==> config.mk <==
export PLATFORM = sky130hd
export DESIGN_NAME = complex_beam_accumulator_top
export DESIGN_NICKNAME = d
export VERILOG_FILES = /design/src/design/cba_pkg.sv /design/src/design/cba_input_stage.sv /design/src/design/cba_mac.sv /design/src/design/complex_beam_accumulator_top.sv
export SDC_FILE = /design/constraint.sdc
export NUM_CORES = 1
export LEC_CHECK = 0
export BUFFER_PORTS_ARGS = -buffer_cell sky130_fd_sc_hd__buf_4
export CORE_ASPECT_RATIO = 1.4
export CORE_UTILIZATION = 40
export CTS_CLUSTER_DIAMETER = 120
export DETAILED_ROUTE_END_ITERATION = 12
export SLEW_MARGIN = 20
export SYNTH_ARGS = -nofsm -noshare
export SYNTH_HDL_FRONTEND = slang
export SYNTH_HIERARCHICAL = 1
export SYNTH_SLANG_ARGS = --single-unit
export TNS_END_PERCENT = 1
==> constraint.sdc <==
create_clock -name clock -period 9.6 [get_ports clock]
set_input_delay 1.92 -clock clock [delete_from_list [all_inputs] [get_ports clock]]
set_output_delay 1.92 -clock clock [all_outputs]
set_load 0.05 [all_outputs]
==> src/design/cba_pkg.sv <==
// ----------------------------------------------------------------------------
// cba_pkg
// Shared types and widths for the complex beam accumulator.
// ----------------------------------------------------------------------------
package cba_pkg;

   localparam int WEIGHT_W = 8;
   localparam int SAMPLE_W = 8;
   localparam int SHIFT_W  = 5;
   localparam int NIBBLE_W = 4;
   localparam int PROD_W   = WEIGHT_W + NIBBLE_W;
   localparam int TERM_W   = PROD_W + 1;
   localparam int ACC_W    = 24;

   typedef struct packed {
      logic [WEIGHT_W-1:0] weight_real;
      logic [WEIGHT_W-1:0] weight_imag;
      logic [SAMPLE_W-1:0] dish_sample;
      logic [SHIFT_W-1:0]  shift_amount;
      logic                last_dish;
   } item_type;

endpackage

==> src/design/cba_input_stage.sv <==
// ----------------------------------------------------------------------------
// cba_input_stage
// Input register: captures one request beat and holds it for the MAC stage.
// ----------------------------------------------------------------------------
module cba_input_stage
   import cba_pkg::*;
(
   input  logic                clock,
   input  logic                reset,
   input  logic                req_valid,
   output logic                req_ready,
   input  logic [WEIGHT_W-1:0] req_weight_real,
   input  logic [WEIGHT_W-1:0] req_weight_imag,
   input  logic [SAMPLE_W-1:0] req_dish_sample,
   input  logic [SHIFT_W-1:0]  req_shift_amount,
   input  logic                req_last_dish,
   output logic                item_valid,
   output item_type            item,
   input  logic                item_ready
);

   logic     valid_ff, valid_in;
   item_type item_ff, item_in;
   logic     load;

   assign req_ready = !valid_ff || item_ready;
   assign load      = req_valid && req_ready;

   always_comb begin
      item_in = item_ff;
      if (load) begin
         item_in.weight_real  = req_weight_real;
         item_in.weight_imag  = req_weight_imag;
         item_in.dish_sample  = req_dish_sample;
         item_in.shift_amount = req_shift_amount;
         item_in.last_dish    = req_last_dish;
      end
      if (load) begin
         valid_in = 1'b1;
      end else if (item_ready) begin
         valid_in = 1'b0;
      end else begin
         valid_in = valid_ff;
      end
   end

   always_ff @(posedge clock) begin
      if (reset) begin
         valid_ff <= 1'b0;
      end else begin
         valid_ff <= valid_in;
      end
   end

   always_ff @(posedge clock) begin
      item_ff <= item_in;
   end

   assign item_valid = valid_ff;
   assign item       = item_ff;

endmodule

==> src/design/cba_mac.sv <==
// ----------------------------------------------------------------------------
// cba_mac
// Complex multiply-accumulate, final shift and pack, and the result register.
// ----------------------------------------------------------------------------
module cba_mac
   import cba_pkg::*;
(
   input  logic                clock,
   input  logic                reset,
   input  logic                item_valid,
   input  item_type            item,
   output logic                item_ready,
   output logic                rsp_valid,
   input  logic                rsp_ready,
   output logic [SAMPLE_W-1:0] rsp_beam_sample
);

   logic signed [WEIGHT_W-1:0] wr, wi;
   logic signed [NIBBLE_W-1:0] er, ei;
   logic signed [PROD_W-1:0]   p_rr, p_ii, p_ri, p_ir;
   logic [TERM_W-1:0]          term_re, term_im;
   logic [ACC_W-1:0]           acc_re_ff, acc_re_in, acc_im_ff, acc_im_in;
   logic [ACC_W-1:0]           sum_re, sum_im;
   logic signed [ACC_W-1:0]    shr_re, shr_im;
   logic                       rsp_valid_ff, rsp_valid_in;
   logic [SAMPLE_W-1:0]        beam_ff, beam_in;
   logic                       advance;

   assign item_ready = !item.last_dish || !rsp_valid_ff || rsp_ready;
   assign advance    = item_valid && item_ready;

   always_comb begin
      wr   = item.weight_real;
      wi   = item.weight_imag;
      er   = item.dish_sample[NIBBLE_W-1:0];
      ei   = item.dish_sample[SAMPLE_W-1:NIBBLE_W];
      p_rr = wr * er;
      p_ii = wi * ei;
      p_ri = wr * ei;
      p_ir = wi * er;
      term_re = {p_rr[PROD_W-1], p_rr} - {p_ii[PROD_W-1], p_ii};
      term_im = {p_ri[PROD_W-1], p_ri} + {p_ir[PROD_W-1], p_ir};
      sum_re  = acc_re_ff + {{(ACC_W-TERM_W){term_re[TERM_W-1]}}, term_re};
      sum_im  = acc_im_ff + {{(ACC_W-TERM_W){term_im[TERM_W-1]}}, term_im};
      shr_re  = $signed(sum_re) >>> item.shift_amount;
      shr_im  = $signed(sum_im) >>> item.shift_amount;

      acc_re_in    = acc_re_ff;
      acc_im_in    = acc_im_ff;
      beam_in      = beam_ff;
      rsp_valid_in = rsp_valid_ff && !rsp_ready;
      if (advance) begin
         if (item.last_dish) begin
            acc_re_in    = '0;
            acc_im_in    = '0;
            beam_in      = {shr_im[NIBBLE_W-1:0], shr_re[NIBBLE_W-1:0]};
            rsp_valid_in = 1'b1;
         end else begin
            acc_re_in = sum_re;
            acc_im_in = sum_im;
         end
      end
   end

   always_ff @(posedge clock) begin
      if (reset) begin
         acc_re_ff    <= '0;
         acc_im_ff    <= '0;
         rsp_valid_ff <= 1'b0;
      end else begin
         acc_re_ff    <= acc_re_in;
         acc_im_ff    <= acc_im_in;
         rsp_valid_ff <= rsp_valid_in;
      end
   end

   always_ff @(posedge clock) begin
      beam_ff <= beam_in;
   end

   assign rsp_valid       = rsp_valid_ff;
   assign rsp_beam_sample = beam_ff;

   a_clear_after_last: assert property (@(posedge clock) disable iff (reset)
      advance && item.last_dish |=> acc_re_ff == '0 && acc_im_ff == '0)
      else $error("sums not cleared after last beat");

   a_no_overwrite: assert property (@(posedge clock) disable iff (reset)
      item_valid && item.last_dish && rsp_valid_ff && !rsp_ready |-> !advance)
      else $error("pending result overwritten");

   a_rsp_from_last: assert property (@(posedge clock) disable iff (reset)
      $rose(rsp_valid_ff) |-> $past(advance && item.last_dish))
      else $error("result without last beat");

   a_hold_sums: assert property (@(posedge clock) disable iff (reset)
      !item_valid |=> $stable(acc_re_ff) && $stable(acc_im_ff))
      else $error("sums moved without a beat");

endmodule

==> src/design/complex_beam_accumulator_top.sv <==
// ----------------------------------------------------------------------------
// complex_beam_accumulator_top
// Complex beamformer MAC: int8 weights times packed int4 samples, 24-bit
// sums, shift and pack to one byte on the last dish of each beam sample.
//
//   channel | handshake            | payload
//   req     | req_valid/req_ready  | weight_real, weight_imag, dish_sample,
//           |                      | shift_amount, last_dish
//   rsp     | rsp_valid/rsp_ready  | beam_sample
//
// One beat per cycle unless a stalled result holds a last-dish beat; a last
// beat goes through the input register, then MAC into the result register.
// Reset clears both sums and all valid flags; no clearing pass.
// A stalled result blocks only the next last-dish beat; other beats keep
// accumulating underneath it.
// ----------------------------------------------------------------------------
module complex_beam_accumulator_top
   import cba_pkg::*;
(
   input  logic                clock,
   input  logic                reset,
   input  logic                req_valid,
   output logic                req_ready,
   input  logic [WEIGHT_W-1:0] req_weight_real,
   input  logic [WEIGHT_W-1:0] req_weight_imag,
   input  logic [SAMPLE_W-1:0] req_dish_sample,
   input  logic [SHIFT_W-1:0]  req_shift_amount,
   input  logic                req_last_dish,
   output logic                rsp_valid,
   input  logic                rsp_ready,
   output logic [SAMPLE_W-1:0] rsp_beam_sample
);

   logic     item_valid;
   logic     item_ready;
   item_type item;

   cba_input_stage u_input (
      .clock            (clock),
      .reset            (reset),
      .req_valid        (req_valid),
      .req_ready        (req_ready),
      .req_weight_real  (req_weight_real),
      .req_weight_imag  (req_weight_imag),
      .req_dish_sample  (req_dish_sample),
      .req_shift_amount (req_shift_amount),
      .req_last_dish    (req_last_dish),
      .item_valid       (item_valid),
      .item             (item),
      .item_ready       (item_ready)
   );

   cba_mac u_mac (
      .clock           (clock),
      .reset           (reset),
      .item_valid      (item_valid),
      .item            (item),
      .item_ready      (item_ready),
      .rsp_valid       (rsp_valid),
      .rsp_ready       (rsp_ready),
      .rsp_beam_sample (rsp_beam_sample)
   );

endmodule

## Yosys cells after proc, flatten, opt, wreduce, memory -nomap -nowiden

Index checks and enable logic that the tools add are counted.
W data, S select, Z words.

- Flip-flop bits (word level): 88
- Output and inout bits: 10

- $add $sub $neg: 4
- $mul: 4
- Shift-type cells: 2
- Multiplexer cells: 6
- Reduce and logical (&&, ||, !) cells: 12

Operator list:

| kind | count |
|---|---|
| $add A24 B24 Y24 | 2 |
| $mul A8 B4 Y12 | 4 |
| $mux W24 | 2 |
| $sshr A24 B5 Y4 | 2 |
| $add A12 B12 Y13 | 1 |
| $sub A12 B12 Y13 | 1 |
| $logic_not A1 Y1 | 4 |
| $mux W1 | 4 |
| $logic_and A1 B1 Y1 | 3 |
| $logic_or A1 B1 Y1 | 3 |
| $reduce_and A2 Y1 | 1 |
| $reduce_bool A2 Y1 | 1 |

## Longest topological paths before layout

Gate-level depths: netlist of the first run.

- Depth in word-level cells: 6
- Depth in mapped cells: 32
- Gate-level depth less buffers: 31

## Cells and area by module

Netlist of the first run, hierarchy kept.

Modules (own cells, without submodules):

| module | times used | cells each | area each (um^2) |
|---|---|---|---|
| cba_mac | 1 | 1,329 | 11,182.0 |
| cba_input_stage | 1 | 35 | 955.9 |

## Worst setup path before layout of the first run

OpenSTA, ideal clock, no wires.

- Kind: flip-flop to flip-flop
- From: register u_input.item_ff, in the netlist u_input/item[9]
- To: register u_mac.beam_ff[3], in the netlist u_mac/rsp_beam_sample[3], data pin
- Arrival: 7.053 ns
- Setup slack: 2.293 ns
- Cell stages (with the launch flop): 27
- Path buffers: 2
- Path through: edfxtp_1 inv_1 clkbuf_1 nor2_1 fa_1 fa_1 fa_1 fa_1 ha_1 ha_1 a21oi_1 a21oi_1 a311o_1 nor3_1 o31ai_1 xnor2_1 inv_1 ha_1 clkbuf_1 and4_1 o21a_1 nand2_1 o211ai_1 xor2_1 mux4_2 a32o_1 o21a_1

- Cells in the longest elaborated chain, start to end: 4

Ends and longest elaborated chain:

| element | RTL line | RTL |
|---|---|---|
| from (decl) | cba_input_stage.sv:23 | `item_type item_ff, item_in;` |
| from (signal assigned) | cba_input_stage.sv:56 | `item_ff <= item_in;` |
| $mul A8 B4 Y12 | cba_mac.sv:37 | `p_rr = wr * er;` |
| $sub A12 B12 Y13 | cba_mac.sv:41 | `term_re = {p_rr[PROD_W-1], p_rr} - {p_ii[PROD_W-1], p_ii};` |
| $add A24 B24 Y24 | cba_mac.sv:43 | `sum_re = acc_re_ff + {{(ACC_W-TERM_W){term_re[TERM_W-1]}}, term_re};` |
| $sshr A24 B5 Y4 | cba_mac.sv:45 | `shr_re = $signed(sum_re) >>> item.shift_amount;` |
| named net u_mac.shr_re[3] | cba_mac.sv:24 | `logic signed [ACC_W-1:0] shr_re, shr_im;` |
| to (signal assigned) | cba_mac.sv:78 | `beam_ff <= beam_in;` |
| to (decl) | cba_mac.sv:26 | `logic [SAMPLE_W-1:0] beam_ff, beam_in;` |

The timed path passes the listed nets, and every way through them passes these cells.
A chain may end at the register's enable or synchronous reset.

## Worst setup path after layout of the first run

- From: register u_input.item_ff, in the netlist u_input/item[9]
- To: register u_mac.beam_ff[0], in the netlist u_mac/rsp_beam_sample[0], data pin

Same word-level chain as after synthesis.

==> qor.yml, run 1 <==
synth:
  ys_seq_area_frac: 0.176
  syn_nets: 1627
  synthesis.area_um2: 12100
  synth.distinct_cells: 86
  synth_edf_count: 38
  syn-instance-count: 1364
  synth-main-ff-cell: "dfxtp_1"
  yosysWarnings: 6
  synth_area_per_cell_um2: 8.90
  synth_seq_cells: 88
  synthArstFlopShare: 0
critical_path:
  r2r_end: "u_mac/rsp_beam_sample[0]"
  crit_fanout: 14
  cp-start-kind: "register"
  r2r_slack_ns: 1.46
  rr_startpoint: "u_input/item[9]"
  worstPathArrival_ns: 8.24
  r2r_cells: 25
  criticalPathCategory: "reg2reg"
  crit_required_ns: 9.70
  cp-end-kind: "register"
  cp-startpoint: "u_input/item[9]"
drt:
  wire_per_inst_um: 18.2
  ant_nets: 0
  wirelength_um: 32000
  avgViaCountPerCell: 5.64
  drtIter0Drc: 698
  drt_pass1_iterations: 5
  drc: 0
  dr_total_vias: 9910
clock_network:
  ctsHoldBuffers: 0
  htree_levels: 3
  cts_tree: "yes"
  cts_buffers: 9
  clkTransAtPathRegs_ns: 0.07
  clk_latency_ns: 0.35
  ctsResizeCount: 0
  cts_sinks: 88
  clk_path_buf_depth: 2
  clock_tree.root_cell: "clkbuf_16"
  postCtsSetupRepairBufs: 0
floorplanning:
  die_w_um: 149
  start_util: 0.405
  rows: 75
  io_pins: 44
  dieArea_um2: 31100
  die_h_um: 208
  coreArea_um2: 29900
global_route:
  grt_pass1_vias: 10300
  grt_max_degree: 55
  grt_pass1_wl_um: 53400
  antenna_found_initial: 0
  overflow: 0
  grt_use_total: 0.217
placement:
  place_area_um2: 12800
  placedCellCount: 1741
  gp_congestion: 0.866
  hpwl_um: 24300
  numPortBuffers: 43
min_path:
  min_path_cells: 2
  whs_endpoint: "u_mac/acc_re_ff[0]"
  min_from: "u_mac/acc_re_ff[0]"
  hold_class: "reg2reg"
final_layout:
  syn2layout_area_growth_pct: 7.56
  fin_nets: 1630
  num-fill-cells: 3040
  final_cells: 1757
  num_antenna_cells: 0
  layout_commonest_cell: "inv_1"
  drive_gt1_frac: 0.0838
  final_area_um2: 13100
  final_cell_mix: "156 x inv_1, 127 x nor2_1, 120 x ha_1"
sta:
  report.final.setup_viol: 0
  post-route-min-period_ns: 8.14
  worst_slew_pin_slew_ns: 0.970
  holdWs_ns: 0.462
  slew_violations: 0
  fin_crit_sh: 0.848
  finalHoldViolCount: 0
  max_freq_mhz: 123
  rsz0062_at_grt: "false"
  skew_ns: 0.0111
  relSlewSlack: 0.353
  tns_ns: 0
job:
  drv_cap: 0
run_status:
  status: "finished, final reports clean"
## flip-flops by register name, indices dropped and copies added (netlist names)
name                   flops
u_input/item_valid         1
u_mac/rsp_valid            1
u_mac/acc_re_ff           24
u_mac/rsp_beam_sample      8
u_mac/acc_im_ff           24
u_input/item              30
## stage by stage
| step | setup WS [ns] | utilization |
|---|---|---|
| 3_3_place_gp | 1.66 | 0.427 |
| 2_1_floorplan | 2.29 | - |
| 4_1_cts | 1.44 | 0.436 |
| 5_1_grt | 0.850 | 0.436 |
| 6_report | 1.46 | 0.436 |
| 3_5_place_dp | 1.49 | 0.427 |
## cell usage after synthesis (4+ instances only)
cell	instances	area [µm²]
inv_1	156	586
nor2_1	128	480
ha_1	120	1500
fa_1	109	2180
nand2_1	106	398
a21oi_1	67	335
and2_1	57	357
clkbuf_1	51	191
dfxtp_1	50	1000
xnor2_1	41	359
a22oi_1	40	300
edfxtp_1	38	1140
xor2_1	31	272
o21ai_0	29	145
nor3_1	28	140
nand2b_1	21	131
nor2b_1	21	131
o21a_1	19	143
mux4_2	18	405
o211ai_1	15	113
nand3_1	14	70.1
a21o_1	13	97.6
a31oi_1	13	81.3
mux2i_1	13	130
a211oi_1	10	75.1
a2bb2oi_1	9	78.8
and3_1	8	50.1
a211o_1	6	52.6
mux2_2	6	67.6
nand4_1	6	37.5
or2_2	6	37.5
or3_1	6	37.5
and4_1	5	43.8
o21bai_1	5	37.5
o31ai_1	5	37.5
a21boi_0	4	30.0
a311oi_1	4	35.0
buf_1	4	15.0
o2111ai_1	4	35.0
## worst max path at each step
stage / end / slack (ns) / depth (start not counted)
6_report: u_mac/rsp_beam_sample[0] / 1.46 / 25
2_1_floorplan: u_mac/rsp_beam_sample[3] / 2.29 / 26
4_1_cts: u_mac/rsp_beam_sample[0] / 1.44 / 25
3_5_place_dp: u_mac/rsp_beam_sample[0] / 1.49 / 25
5_1_grt: u_mac/rsp_beam_sample[3] / 0.85 / 25
3_3_place_gp: u_mac/rsp_beam_sample[3] / 1.66 / 23
## worst max-delay path: stages (launching register included)
cell,delay (ns)
edfxtp_1,0.46
inv_1,0.44
nor2_1,0.15
fa_1,0.53
fa_1,0.57
fa_1,0.45
fa_1,0.45
ha_1,0.29
ha_1,0.33
a21oi_1,0.15
a21oi_1,0.10
a311o_1,0.38
nor3_1,0.20
o31ai_1,0.13
xnor2_1,0.38
inv_1,0.34
ha_1,0.48
a21oi_1,0.41
o21a_1,0.21
nor2_1,0.05
nor3_1,0.24
o21a_1,0.21
o311ai_2,0.11
xor2_1,0.36
a21oi_1,0.08
o32a_1,0.37
## layout make-up
class,count,area [µm²],share of cell area
multi-input cells,1061,9180,0.703
flip-flops and latches,88,2140,0.164
inverters,157,589,0.0451
well taps,385,482,0.0369
repair buffers,50,375,0.0288
clock buffers,12,236,0.0181
clock inverters,4,46.3,0.00355
## routing by layer
metal  up-vias  track usage  part of all wire
met4         0       0.0841             0.033
met3        69       0.0246             0.043
met2       276        0.383              0.51
li1       4739            -                 -
met1      4826        0.267              0.41
met5         -            0                 0
## logic make-up after synthesis
family	after synthesis	synth area share
and+or+nand+nor	424	0.170
AOI/OAI and AO/OA	298	0.180
adders and majority gates	229	0.303
buffers and inverters	215	0.0673
DFF	88	0.176
xor gates and xnor gates	73	0.0538
muxes	37	0.0497
Power of run 1 is not shown: default switching activity piles up to over one toggle a cycle in this logic, so the estimate is an artifact.
==> inputs of run 2 (changes only) <==
==> constraint.sdc (replaced) <==
create_clock -name clock -period 7.6 [get_ports clock]
set_input_delay 1.52 -clock clock [delete_from_list [all_inputs] [get_ports clock]]
set_output_delay 1.52 -clock clock [all_outputs]
set_load 0.05 [all_outputs]
==> qor.yml, run 2 (same netlist as run 1, synthesis figures left out) <==
final_layout:
  multi_input_area_um2: 9350  # was 9180 µm²
  num-fill-cells: 2915  # was 3040
  fin_util: 0.454  # was 0.436
  final_area_um2: 13600  # was 13100 µm²
  final_cell_mix: "154 x inv_1, 127 x nor2_1, 118 x ha_1"  # was 156 x inv_1, 127 x nor2_1, 120 x ha_1
  syn2layout_area_growth_pct: 12.1  # was 7.56%
  drive_gt1_frac: 0.137  # was 0.0838
  num_antenna_cells: 0  # unchanged
  final_cells: 1804  # was 1757
  fin_nets: 1677  # was 1630
  largest_reg_flops: 30  # unchanged
  layout_commonest_cell: "inv_1"  # unchanged
  regArea_um2: 2140  # unchanged
critical_path:
  worstPathArrival_ns: 7.38  # was 8.24 ns
  cp-start-kind: "register"  # unchanged
  critPathSlowestCell: "fa_1"  # unchanged
  max_stage_delay_ns: 0.62  # was 0.57 ns
  crit_fanout: 8  # was 14
  crit_buf_inv: 2  # unchanged
  r2r_slack_ns: 0.33  # was 1.46 ns
  crit_required_ns: 7.72  # was 9.70 ns
  cp_top_family: "adder cells"  # unchanged
  r2r_end: "u_mac/rsp_beam_sample[0]"  # unchanged
  rr_startpoint: "u_input/item[18]"  # was u_input/item[9]
  r2r_cells: 25  # unchanged
  criticalPathCategory: "reg2reg"  # unchanged
  cpMostUsedCell: "fa_1"
  cp-end-kind: "register"  # unchanged
drt:
  ant_nets: 0  # unchanged
  drc: 0  # unchanged
  avgViaCountPerCell: 5.63  # was 5.64
  drt_pass1_iterations: 4  # was 5
  dr_total_vias: 10200  # was 9910
  drtIter0Drc: 509  # was 698
  wirelength_um: 32900  # was 32000 µm
  wire_per_inst_um: 18.2  # about the same
min_path:
  min_path_cells: 2  # unchanged
  hold_class: "reg2reg"  # unchanged
  whs_endpoint: "u_mac/acc_im_ff[0]"  # was u_mac/acc_re_ff[0]
  min_from: "u_mac/acc_im_ff[0]"  # was u_mac/acc_re_ff[0]
floorplanning:
  io_pins: 44  # unchanged
  rows: 75  # unchanged
  dieArea_um2: 31100  # unchanged
  die_w_um: 149  # unchanged
  start_util: 0.405  # unchanged
  die_h_um: 208  # unchanged
  coreArea_um2: 29900  # unchanged
global_route:
  grt_use_total: 0.219  # was 0.217
  overflow: 0  # unchanged
  antenna_found_initial: 0  # unchanged
  grt_max_degree: 55  # unchanged
  grt_pass1_wl_um: 53300  # was 53400 µm
  grt_pass1_vias: 10200  # was 10300
clock_network:
  clock_tree.root_cell: "clkbuf_16"  # unchanged
  ctsHoldBuffers: 0  # unchanged
  cts_buffers: 9  # unchanged
  cts_sinks: 88  # unchanged
  clk_latency_ns: 0.37  # was 0.35 ns
  clkTransAtPathRegs_ns: 0.07  # about the same
  clk_path_buf_depth: 2  # unchanged
  htree_levels: 3  # unchanged
  cts_tree: "yes"  # unchanged
placement:
  hpwl_um: 25000  # was 24300 µm
  placedCellCount: 1772  # was 1741
  gp_congestion: 0.877  # was 0.866
  place_area_um2: 13000  # was 12800 µm²
  numPortBuffers: 43  # unchanged
sta:
  report.final.setup_viol: 0  # unchanged
  finalHoldViolCount: 0  # unchanged
  holdWs_ns: 0.468  # was 0.462 ns
  max_freq_mhz: 138  # was 123 MHz
  post-route-min-period_ns: 7.27  # was 8.14 ns
  fin_crit_sh: 0.956  # was 0.848
  worst_slew_pin_slew_ns: 0.914  # was 0.970 ns
  relSlewSlack: 0.390  # was 0.353
  slew_violations: 0  # unchanged
  skew_ns: 0.0107  # was 0.0111 ns
run_status:
  status: "finished, final reports clean"  # unchanged
job:
  drv_cap: 0  # unchanged
[run 2: cell types whose count changed in the layout (fill, tap and decap cells not counted), sizes merged]
cell    change
buf        +47
clkbuf      -2
clkinv      -2
inv         +4
[run 2: worst max path at each step]
stage	start	end	slack (ns)	depth (start not counted)
finish	u_input/item[18]	u_mac/rsp_beam_sample[0]	0.33	25
global placement	u_input/item[9]	u_mac/rsp_beam_sample[4]	0.07	25
floorplan	u_input/item[9]	u_mac/rsp_beam_sample[3]	0.29	26
detailed placement	u_input/item[9]	u_mac/rsp_beam_sample[4]	0.009	25
CTS	u_input/item[26]	u_mac/rsp_beam_sample[0]	0.04	25
global route	u_input/item[6]	u_mac/rsp_beam_sample[0]	-0.04	27
[run 2: worst reg2reg max path: cells and delay by family, from the launching register on]
| family | cells | cell delay (ns) |
|---|---|---|
| AND/OR/NAND/NOR | 6 | 0.87 |
| flip-flops | 1 | 0.58 |
| XOR/XNOR | 2 | 0.59 |
| buffers and inverters | 2 | 0.34 |
| AO/OA/AOI/OAI | 8 | 1.63 |
| adder cells (fa/ha/maj) | 7 | 3.01 |
[run 2: cell type report]
cell class	count	share of cell area
Multi-Input combinational cell	1061	0.688
Timing Repair Buffer	97	0.0538
Sequential cell	88	0.157
Clock buffer	10	0.0168
Clock inverter	6	0.00552
Inverter	157	0.0433
Tap cell	385	0.0354
[run 2: routing by layer]
metal / global-route usage / vias up / routed length, µm
li1: - / 4839 / -
met1: 0.265 / 4979 / 13500
met2: 0.391 / 265 / 16900
met3: 0.0250 / 72 / 1280
met4: 0.0841 / 0 / 1140
met5: 0 / - / 0
[run 2: per-stage QoR]
stage	setup slack, ns	setup TNS [ns]
floorplan	0.293	0
global placement	0.0712	0
detailed placement	0.00886	0
CTS	0.0437	0
global route	-0.0391	-0.0785
finish	0.333	0
[run 2: timing repair]
item,in CTS,in global routing
setup buffers,1,15
gates resized for setup,1,36
setup endpoints to repair,3,10
hold endpoints to repair,0,0
pin swaps,0,6
Power of run 2 is left out for the same reason.
==> inputs of run 3 (changes only) <==
--- a/config.mk
+++ b/config.mk
@@ -5,11 +5,12 @@
 export SDC_FILE = /design/constraint.sdc
 export NUM_CORES = 1
 export LEC_CHECK = 0
-export BUFFER_PORTS_ARGS = -buffer_cell sky130_fd_sc_hd__buf_4
 export CORE_ASPECT_RATIO = 1.4
 export CORE_UTILIZATION = 40
+export CTS_BUF_LIST = sky130_fd_sc_hd__clkbuf_4 sky130_fd_sc_hd__clkbuf_8 sky130_fd_sc_hd__clkbuf_16
 export CTS_CLUSTER_DIAMETER = 120
 export DETAILED_ROUTE_END_ITERATION = 12
+export DONT_BUFFER_PORTS = 1
 export SLEW_MARGIN = 20
 export SYNTH_ARGS = -nofsm -noshare
 export SYNTH_HDL_FRONTEND = slang
==> constraint.sdc (replaced) <==
create_clock -name clock -period 6.8 [get_ports clock]
set_input_delay 1.36 -clock clock [delete_from_list [all_inputs] [get_ports clock]]
set_output_delay 1.36 -clock clock [all_outputs]
set_load 0.05 [all_outputs]
==> qor.yml, run 3 (same netlist as run 1, synthesis figures left out) <==
floorplanning:
  rows: 75  # unchanged
  coreArea_um2: 29900  # unchanged
  die_w_um: 149  # unchanged
  io_pins: 44  # unchanged
  dieArea_um2: 31100  # unchanged
  start_util: 0.405  # unchanged
  die_h_um: 208  # unchanged
drt:
  drc: 0  # unchanged
  wire_per_inst_um: 17.1  # was 18.2 µm
  avgViaCountPerCell: 5.46  # was 5.63
  wirelength_um: 33400  # was 32900 µm
  drtIter0Drc: 451  # was 509
  drt_pass1_iterations: 5  # was 4
  dr_total_vias: 10700  # was 10200
  ant_nets: 0  # unchanged
sta:
  worst_slack_ns: -0.187  # was 0.333 ns
  holdWs_ns: 0.457  # was 0.468 ns
  skew_ns: 0.00996  # was 0.0107 ns
  post-route-min-period_ns: 6.99  # was 7.27 ns
  slew_violations: 0  # unchanged
  rsz0062_at_grt: "true"
  worst_slew_pin_slew_ns: 0.978  # was 0.914 ns
  max_freq_mhz: 143  # was 138 MHz
  report.final.setup_viol: 8  # was 0
  fin_crit_sh: 1.03  # was 0.956
  relSlewSlack: 0.347  # was 0.390
  finalHoldViolCount: 0  # unchanged
critical_path:
  r2r_slack_ns: -0.19  # was 0.33 ns
  criticalPathCategory: "reg2reg"  # unchanged
  cp-start-kind: "register"  # unchanged
  r2r_cells: 27  # was 25
  crit_required_ns: 6.92  # was 7.72 ns
  crit_fanout: 5  # was 8
  r2r_end: "u_mac/rsp_beam_sample[3]"  # was u_mac/rsp_beam_sample[0]
  cp-end-kind: "register"  # unchanged
  rr_startpoint: "u_input/item[6]"  # was u_input/item[18]
  worstPathArrival_ns: 7.11  # was 7.38 ns
clock_network:
  clock_tree.root_cell: "clkbuf_16"  # unchanged
  clkTransAtPathRegs_ns: 0.07  # about the same
  cts_tree: "yes"  # unchanged
  cts_sinks: 88  # unchanged
  clk_latency_ns: 0.36  # was 0.37 ns
  cts_buffers: 9  # unchanged
  clk_path_buf_depth: 2  # unchanged
  htree_levels: 3  # unchanged
placement:
  gp_congestion: 0.913  # was 0.877
  hpwl_um: 25700  # was 25000 µm
  numPortBuffers: 0  # was 43
final_layout:
  final_cell_mix: "241 x buf_4, 154 x inv_1, 125 x nor2_1"  # was 154 x inv_1, 127 x nor2_1, 118 x ha_1
  fin_nets: 1825  # was 1677
  syn2layout_area_growth_pct: 23.3  # was 12.1%
  layout_commonest_cell: "buf_4"  # was inv_1
  largest_reg_flops: 30  # unchanged
  drive_gt1_frac: 0.239  # was 0.137
  num-fill-cells: 2777  # was 2915
run_status:
  status: "finished, violations left"  # was finished, final reports clean
  violations: "setup timing"
global_route:
  grt_pass1_wl_um: 56400  # was 53300 µm
  grt_pass1_vias: 11500  # was 10200
  grt_max_degree: 55  # unchanged
  grt_use_total: 0.228  # was 0.219
  antenna_found_initial: 1  # was 0
  overflow: 0  # unchanged
min_path:
  whs_endpoint: "u_mac/acc_im_ff[0]"  # unchanged
  hold_class: "reg2reg"  # unchanged
  min_path_cells: 2  # unchanged
  min_from: "u_mac/acc_im_ff[0]"  # unchanged
job:
  drv_cap: 0  # unchanged
-- run 3: cell types whose count changed in the layout (fill, tap and decap cells not counted), sizes merged --
cell,previous run,this run
clkinv,0,1
diode,0,1
inv,161,157
buf,97,245
clkinvlp,1,2
bufinv,1,3
-- run 3: worst max path at each step --
stage,start,end,slack [ns],depth (start not counted)
6_report,u_input/item[6],u_mac/rsp_beam_sample[3],-0.19,27
5_1_grt,u_input/item[6],u_mac/rsp_beam_sample[3],-0.65,30
4_1_cts,u_input/item[11],u_mac/rsp_beam_sample[3],-0.22,26
3_5_place_dp,u_input/item[24],u_mac/rsp_beam_sample[3],-0.38,25
3_3_place_gp,u_input/item[24],u_mac/rsp_beam_sample[0],-0.36,25
2_1_floorplan,u_input/item[9],u_mac/rsp_beam_sample[3],-0.004,26
-- run 3: layout make-up --
| class | count | area (µm²) | area share |
|---|---|---|---|
| inverter | 157 | 594 | 0.0397 |
| clock buffer | 10 | 233 | 0.0155 |
| sequential | 88 | 2140 | 0.143 |
| clock inverter | 6 | 109 | 0.00727 |
| timing repair buffer | 245 | 1860 | 0.124 |
| tap | 385 | 482 | 0.0322 |
| antenna | 1 | 2.50 | 0.000167 |
| multi-input combinational | 1061 | 9540 | 0.638 |
-- run 3: per-stage QoR --
step / instances / utilization / TNS, ns / worst slack [ns] / instance area, µm²
after CTS: 1949 / 0.497 / -0.860 / -0.216 / 14900
after global placement: 1917 / 0.474 / -2.16 / -0.359 / 14200
after detailed placement: 1917 / 0.474 / -2.53 / -0.380 / 14200
final: 1953 / 0.500 / -0.893 / -0.187 / 15000
after floorplan: 1364 / - / -0.00427 / -0.00427 / 12300
after global routing: 1952 / 0.500 / -4.44 / -0.654 / 15000
-- run 3: routing by layer --
layer,global-route usage,up-vias,routed length [µm]
li1,-,5130,-
met1,0.261,5188,13700
met2,0.407,265,17000
met3,0.0388,87,1410
met4,0.103,2,1360
met5,0,-,11
-- run 3: critical path, cell delays in order (launching register included) --
cell,delay (ns)
edfxtp_1,0.35
buf_4,0.14
buf_4,0.12
nand2_1,0.07
fa_1,0.55
inv_1,0.05
fa_1,0.48
fa_1,0.59
fa_1,0.43
ha_1,0.29
ha_1,0.29
inv_1,0.09
a21oi_2,0.04
a311o_1,0.38
nor3_2,0.18
buf_4,0.14
buf_4,0.09
nor2_1,0.04
xor2_1,0.16
ha_2,0.23
a211oi_4,0.29
and3_1,0.23
a21oi_1,0.08
a221o_1,0.33
xor2_1,0.20
mux4_2,0.47
a32o_1,0.26
o21a_1,0.18
-- run 3: repair_timing --
action,in CTS,in global routing
resized for setup,49,13
setup endpoints to repair,10,16
hold buffers,0,0
setup buffers,16,3
pin swaps,24,15
Power of run 3 is left out for the same reason.
